**config.mk**
```make
export PLATFORM = sky130hd
export DESIGN_NAME = sip_div_stage
export DESIGN_NICKNAME = d
export VERILOG_FILES = /design/src/hw/rtl/sip_div_stage.sv
export SDC_FILE = /design/constraint.sdc
export NUM_CORES = 1
export LEC_CHECK = 0
export BUFFER_PORTS_ARGS = -buffer_cell sky130_fd_sc_hd__buf_2
export CORE_AREA = 2 2 131 133
export CTS_CLUSTER_SIZE = 16
export DETAILED_ROUTE_END_ITERATION = 10
export DIE_AREA = 0 0 133 135
export GPL_TIMING_DRIVEN = 0
export PLACE_DENSITY_LB_ADDON = 0.08
export SYNTH_ARGS = -nofsm -noshare
export SYNTH_HDL_FRONTEND = slang
export SYNTH_SLANG_ARGS = --single-unit
```
**constraint.sdc**
```tcl
create_clock -name clk -period 2.94 [get_ports clk]
set_input_delay 0.147 -clock clk [delete_from_list [all_inputs] [get_ports clk]]
set_output_delay 0.147 -clock clk [all_outputs]
set_load 0.02 [all_outputs]
```
**src/hw/rtl/sip_div_stage.sv**
```systemverilog
`default_nettype none
// One restoring-division step per stage: shift, compare, subtract.
module sip_div_stage #(
  parameter int NW = 52,
  parameter int QW = 16
) (
  input  wire logic          clk,
  input  wire logic          adv,
  input  wire logic [NW-1:0] num_in,
  input  wire logic [NW-1:0] den_in,
  input  wire logic [QW-1:0] q_in,
  output logic      [NW-1:0] num_out,
  output logic      [NW-1:0] den_out,
  output logic      [QW-1:0] q_out
);
  logic [NW:0] sh;
  logic        ge;

  always_comb begin
    sh = {num_in, 1'b0};
    ge = sh >= {1'b0, den_in};
  end

  always_ff @(posedge clk) begin
    if (adv) begin
      num_out <= ge ? NW'(sh - {1'b0, den_in}) : sh[NW-1:0];
      den_out <= den_in;
      q_out   <= {q_in[QW-2:0], ge};
    end
  end
endmodule
`default_nettype wire

```
Word-level counts from Yosys, hierarchy flattened
Cells that the tools add are included.

Bits in registers: 120. Bits of input ports: 122. Output and inout port bits: 120. Logic and storage cells: 7.

Add/sub/neg operators: 1. Magnitude comparators: 1. Mux-type cells: 1.

Operator list (count): $ge 53x52->1 (1); $mux 52 (1); $sub 52x52->52 (1).

Depth between registers and ports, before layout
Gate-level depths: netlist (run 1).

Word-level depth: 2. Depth in mapped cells: 15. Depth with buffers taken out: 12.

Worst setup path before layout (run 1)
No wires, ideal clock.

Path type: input -> register. Start: in den_in[3]. End: reg num_out[42] (data pin). Setup time: 260 ps. Data arrival time: 2575 ps. Required time: 2680 ps. Path slack: 105 ps. Cell stages on the path: 14. Buffers on the path: 2. Cell sequence: inv_1 > ha_1 > a21o_1 > a21oi_2 > a211oi_1 > o211a_1 > o2111ai_2 > nand3_1 > a31o_2 > a31oi_4 > inv_2 > buf_6 > buf_6 > mux2_4.

Word-level cells in the longest chain between the ends: 2. Elaborated cells between the ends (all ways): 3. Classes of those cells: add/sub: 1; order compare: 1; mux: 1.

RTL lines: start, declared (RTL line 10) `input wire logic [NW-1:0] den_in,`; $ge 53x52->1 (RTL line 21) `ge = sh >= {1'b0, den_in};`; net ge (RTL line 17) `logic ge;`; $mux 52 (RTL line 26) `num_out <= ge ? NW'(sh - {1'b0, den_in}) : sh[NW-1:0];`; end signal, assigned (RTL line 26); end, declared (RTL line 12) `output logic [NW-1:0] num_out,`.

The timed path passes the listed nets, and every way through them passes these cells. A chain may end at the register's enable or synchronous reset.

Final worst setup path (run 1)
Same ends and word-level chain as after synthesis.

==> results.toml, run 1 <==
[global_route]
grt_use_total = 0.234
grt_pass1_wl_mm = 33.1
grt.overflow.total = 0
grt_pass1_vias = 6582
grt_max_degree = 68
antenna_found_initial = 0

[yosys]
syn_avg_cell_area_um2 = 10.8
yosysSeqAreaShare = 0.472
ys.flop_type = "edfxtp_1"
synth_mux_area_frac = 0.0760
yosysTopAreaCellShare = 0.472
synth.largest_area_cell = "edfxtp_1"
yosys.area_share.xor_xnor = 0.0516
synth-adder-area-share = 0.0878
ys_top_cells_by_area = "edfxtp_1 47%, ha_1 8.5%, mux2_2 5.8%, a21oi_1 3.9%, inv_1 3.2%"
synth-edff-count = 120
synthArstFlopShare = 0
postSynthCellCount = 706
synth.most_common_cell = "edfxtp_1"
ys_types = 63
synth_top_family_by_area = "compound AO/OA/AOI/OAI gates"
yosys_warnings = 0
syn_area_um2 = 7640
synthSimpleGateAreaFrac = 0.102
synth_commonest_cells = "120 x edfxtp_1, 65 x inv_1, 60 x a21oi_1"
synth_nets = 881
ys_ff_latch = 120
synth_compound_area_frac = 0.166

[cells_and_area]
n_antenna_cell = 0
stdcell_area_um2 = 10500
nets = 1210
area_delta_synth_final_pct = 37.1
final_core_util = 0.638
drive_above_1_share = 0.337

[hold_path]
min_path_type = "primary input to flop"

[pwr]
vdd_drop_max_uv = 406
p_leak_nw = 4.65
powerDensity_nw_per_um2 = 566

[clocking]
clockBufferDepth = 2
numCtsBuffers = 17
cts_root_buf = "clkbuf_16"
cts_tree = "yes"
clk_pin_slew_worst_paths_ns = 0.07
cts.sinks = 120
htreeDepth = 4

[timing]
fin_ws_ns = 0.0675
max_slew_margin = 0.625
fin_crit_sh = 0.977
report.final.hold_viol_count = 0
slew_viol_final = 0
rsz0062_at_grt = "yes"
max_freq_ghz = 0.348
fin_tns_setup_ns = 0
period_needed_ns = 2.87
setup_viol = 0
worst_slew_pin_slew_ns = 0.563

[critical_path]
required_ns = 3.11
cpMostUsedCell = "buf_6"
critPathArrivalTime_ns = 3.05
crit_chain = "buf_2 > inv_1 > ha_1 > a21o_1 > a21oi_2 > a211oi_2 > o211a_1 > o2111ai_2 > nand3_2 > a31o_2 > a31oi_4 > inv_2 > buf_6 > buf_6 > mux2_4"
criticalPathCategory = "primary input to flop"
cp_slowest_cell = "ha_1"
critPathLaunchType = "primary input"
cp_max_fo = 10
critPathMaxStageDelay_ns = 0.33
endpoint = "num_out[42]"
startpoint = "den_in[3]"
crit_path_end_kind = "flop"

[place]
finalWeightedCongestion = 0.971
place_ws_ns = -0.475
place_hpwl_mm = 15.5
place_area_um2 = 9150
io_buffers = 240

[drt]
drtIter0Drc = 376
firstDrtPassIters = 5
routedWlPerCell_um = 16.5
vias = 6616
drt-total-wl_mm = 21.0
ant_nets = 0
drc_errors = 0
avgViaCountPerCell = 5.22

[die]
initial_core_util = 0.465
dieArea_um2 = 18000
io_pins = 242
rows = 47
die_y_um = 135
core_area_um2 = 16400
die_w_um = 133

[run]
drv_cap = 0

[status]
status = "finished clean"
logic make-up (layout without fill, tap and decap cells):
group                      count (synthesis)  count (layout)
buffers and inverters                     85             427
adders and majority gates                 53              53
DFF                                      120             120
and+or+nand+nor                          160             160
xor gates and xnor gates                  45              45
AOI/OAI and AO/OA                        193             193
muxes                                     50              50
layer usage:
metal	routed length [um]	vias up	share of wire	track usage
li1	-	3287	-	-
met1	9370	3062	0.45	0.308
met2	9910	244	0.47	0.391
met3	1390	23	0.067	0.0495
met4	279	0	0.013	0.0669
met5	0	-	0	0
per-stage QoR:
step,instances,hold WS [ns],power (W)
floorplan,706,0.246,0.00326
global placement,1166,0.323,0.00375
detailed placement,1167,0.325,0.00376
CTS,1266,0.0247,0.00595
global route,1268,0.0276,0.00620
finish,1268,0.0326,0.00593
cells in the final DEF (no fill, tap or decap), types with 18 or more instances in the layout:
cell type and count:
mux2_2 39, inv_1 65, buf_2 242, xnor2_1 27
xor2_1 18, edfxtp_1 120, nand2_1 49, o21ai_0 32
a21o_1 18, nor2_1 38, dlygate4sd3_1 67, ha_1 52
a21oi_1 59
worst min-delay path by stage:
stage	from	end	slack, ns	depth (start not counted)
detailed placement	q_in[1]	q_out[2]	0.33	1
finish	num_in[46]	num_out[47]	0.03	2
floorplan	den_in[0]	den_out[0]	0.25	0
global route	num_in[46]	num_out[47]	0.03	2
CTS	num_in[46]	num_out[47]	0.02	2
global placement	q_in[9]	q_out[10]	0.32	1
where the power goes:
| part | internal [W] | leakage [nW] | switching [W] |
|---|---|---|---|
| Sequential | 0.00213 | 1.17 | 0.0000421 |
| Combinational | 0.000694 | 3.20 | 0.000960 |
| Clock | 0.00120 | 0.278 | 0.000904 |
critical path, delay by kind of cell:
| kind | cells | cell delay, ns |
|---|---|---|
| fa+ha+maj | 1 | 0.33 |
| simple gates | 1 | 0.15 |
| compound gates | 7 | 1.57 |
| buf+inv | 5 | 0.55 |
| mux | 1 | 0.30 |
sequential cells by signal (all words and copies together), names as in the netlist:
| register | cells |
|---|---|
| den_out | 52 |
| num_out | 52 |
| q_out | 16 |
cell type report:
type	instances	area [um^2]
Sequential cell	120	3600
Buffer	19	93.8
Inverter	66	248
Tap cell	220	275
Multi-Input combinational cell	501	3750
Clock inverter	15	156
Fill cell	1360	5940
Timing Repair Buffer	310	1920
Clock buffer	17	425
repair_timing:
item	in CTS	in global routing
gates cloned	0	0
setup endpoints to repair	22	48
resized for setup	1	11
pin swaps	1	4
endpoints found under the hold margin	67	0
hold buffers	67	0
setup buffers	0	2
Note: power is estimated with default switching activity, not from simulation.
==> run 2: changes to the inputs <==
Settings changed: PLACE_DENSITY from default to 0.76, PLACE_DENSITY_LB_ADDON 0.08 to default.
==> results.toml, run 2 (synthesis results as in run 1) <==
[global_route]
grt_pass1_vias = 6637
grt_use_total = 0.238
grt_max_degree = 72
grt_pass1_wl_mm = 33.3
grt.overflow.total = 0
antenna_found_initial = 2

[timing]
slew_viol_final = 0
max_freq_ghz = 0.350
setup_viol = 0
fin_ws_ns = 0.0800
period_needed_ns = 2.86
worst_slew_pin_slew_ns = 0.730
fin_crit_sh = 0.973
report.final.hold_viol_count = 0
whs_ns = 0.0398
max_slew_margin = 0.509

[place]
io_buffers = 240
place_ws_ns = -0.542
finalWeightedCongestion = 0.905
place_hpwl_mm = 15.8

[critical_path]
worstPathBufferInverterCount = 2
crit_path_end_kind = "flop"
critPathMaxStageDelay_ns = 0.63
cp_slowest_cell = "nor3_1"
critPathTopFamily = "compound AO/OA/AOI/OAI gates"
crit_chain = "buf_2 > inv_1 > ha_1 > a21oi_1 > o21ai_0 > nor2_1 > a211oi_1 > nor4b_2 > nor3_1 > a21oi_1 > xnor2_1 > mux2_4"
critPathArrivalTime_ns = 3.03
cpMostUsedCell = "a21oi_1"
criticalPathCategory = "primary input to flop"
critPathLaunchType = "primary input"
startpoint = "den_in[19]"
required_ns = 3.11
cp_max_fo = 7

[die]
die_w_um = 133
initial_core_util = 0.465
io_pins = 242
die_y_um = 135
rows = 47
dieArea_um2 = 18000
core_area_um2 = 16400

[drt]
drt-total-wl_mm = 21.5
routedWlPerCell_um = 16.9
avgViaCountPerCell = 5.36
ant_nets = 0
firstDrtPassIters = 6
vias = 6806
drtIter0Drc = 407
drc_errors = 0

[status]
status = "finished clean"

[clocking]
htreeDepth = 4
cts_root_buf = "clkbuf_16"
numCtsBuffers = 17
clockBufferDepth = 2
clk_pin_slew_worst_paths_ns = 0.06
cts_tree = "yes"
cts.sinks = 120

[pwr]
p_leak_nw = 4.67
powerDensity_nw_per_um2 = 574
vdd_drop_max_uv = 374

[hold_path]
hp-start = "num_in[41]"
min_path_cells = 2
min_path_type = "primary input to flop"
holdPathEnd = "num_out[42]"

[cells_and_area]
final_core_util = 0.641
top_regs = "den_out (52), num_out (52), q_out (16)"
nets = 1209
layout_commonest_cell = "buf_2"
final_cell_mix = "242 x buf_2, 120 x edfxtp_1, 67 x dlygate4sd3_1"
area_delta_synth_final_pct = 37.8
drive_above_1_share = 0.338

[run]
drv_cap = 0
==> run 2: changes by cell type in the layout (fill, tap and decap cells not counted), moves of 2 or more <==
cell | before | now
diode_2 | 0 | 2
o21ai_0 | 32 | 30
bufinv_16 | 1 | 3
clkinvlp_4 | 3 | 5
inv_6 | 7 | 5
o21ai_1 | 3 | 5
inv_8 | 3 | 1
clkbuf_1 | 13 | 9
buf_4 | 2 | 6
==> run 2: worst max path at each step <==
| stage | to | slack [ns] | depth (start not counted) |
|---|---|---|---|
| 2_1_floorplan | num_out[42] | 0.10 | 14 |
| 3_3_place_gp | num_out[42] | -0.53 | 15 |
| 3_5_place_dp | num_out[43] | -0.54 | 15 |
| 4_1_cts | num_out[43] | 0.02 | 15 |
| 5_1_grt | num_out[46] | -0.02 | 12 |
| 6_report | num_out[46] | 0.08 | 12 |
==> run 2: stage by stage <==
| step | TNS, ns | instance area (um^2) | cells | total power [W] |
|---|---|---|---|---|
| after detailed placement | -22.91 | 9150 | 1167 | 0.00377 |
| after floorplan | 0 | 7640 | 706 | 0.00326 |
| after global routing | -0.0157 | 10500 | 1269 | 0.00630 |
| after CTS | 0 | 10500 | 1268 | 0.00604 |
| after global placement | -21.86 | 9110 | 1166 | 0.00375 |
| final | 0 | 10500 | 1269 | 0.00604 |
==> run 2: area by class of cell <==
type                            count  area (um^2)
Antenna cell                        2         5.00
Buffer                             15         78.8
Clock buffer                       17          425
Clock inverter                     15          191
Fill cell                        1327         5880
Inverter                           66          250
Multi-Input combinational cell    501         3750
Sequential cell                   120         3600
Tap cell                          220          275
Timing Repair Buffer              313         1940
==> run 2: where the power goes <==
| part | leakage, nW | internal (W) | switching, W |
|---|---|---|---|
| Sequential | 1.17 | 0.00213 | 0.0000451 |
| Combinational | 3.21 | 0.000700 | 0.000969 |
| Clock | 0.285 | 0.00135 | 0.000845 |
| Total | 4.67 | 0.00418 | 0.00186 |
==> run 2: per-layer routing <==
layer / track usage / up-vias / share of wire
li1: - / 3303 / -
met1: 0.299 / 3204 / 0.42
met2: 0.399 / 257 / 0.48
met3: 0.0589 / 42 / 0.072
met4: 0.0884 / 0 / 0.023
met5: 0 / - / 0
==> run 2: timing repair <==
action                                  CTS  global route
endpoints found under the hold margin    67             0
hold buffers                             67             0
endpoints found under the setup margin   36            38
gates resized for setup                   2            13
setup buffers                             2             3
pin swaps                                 2             6
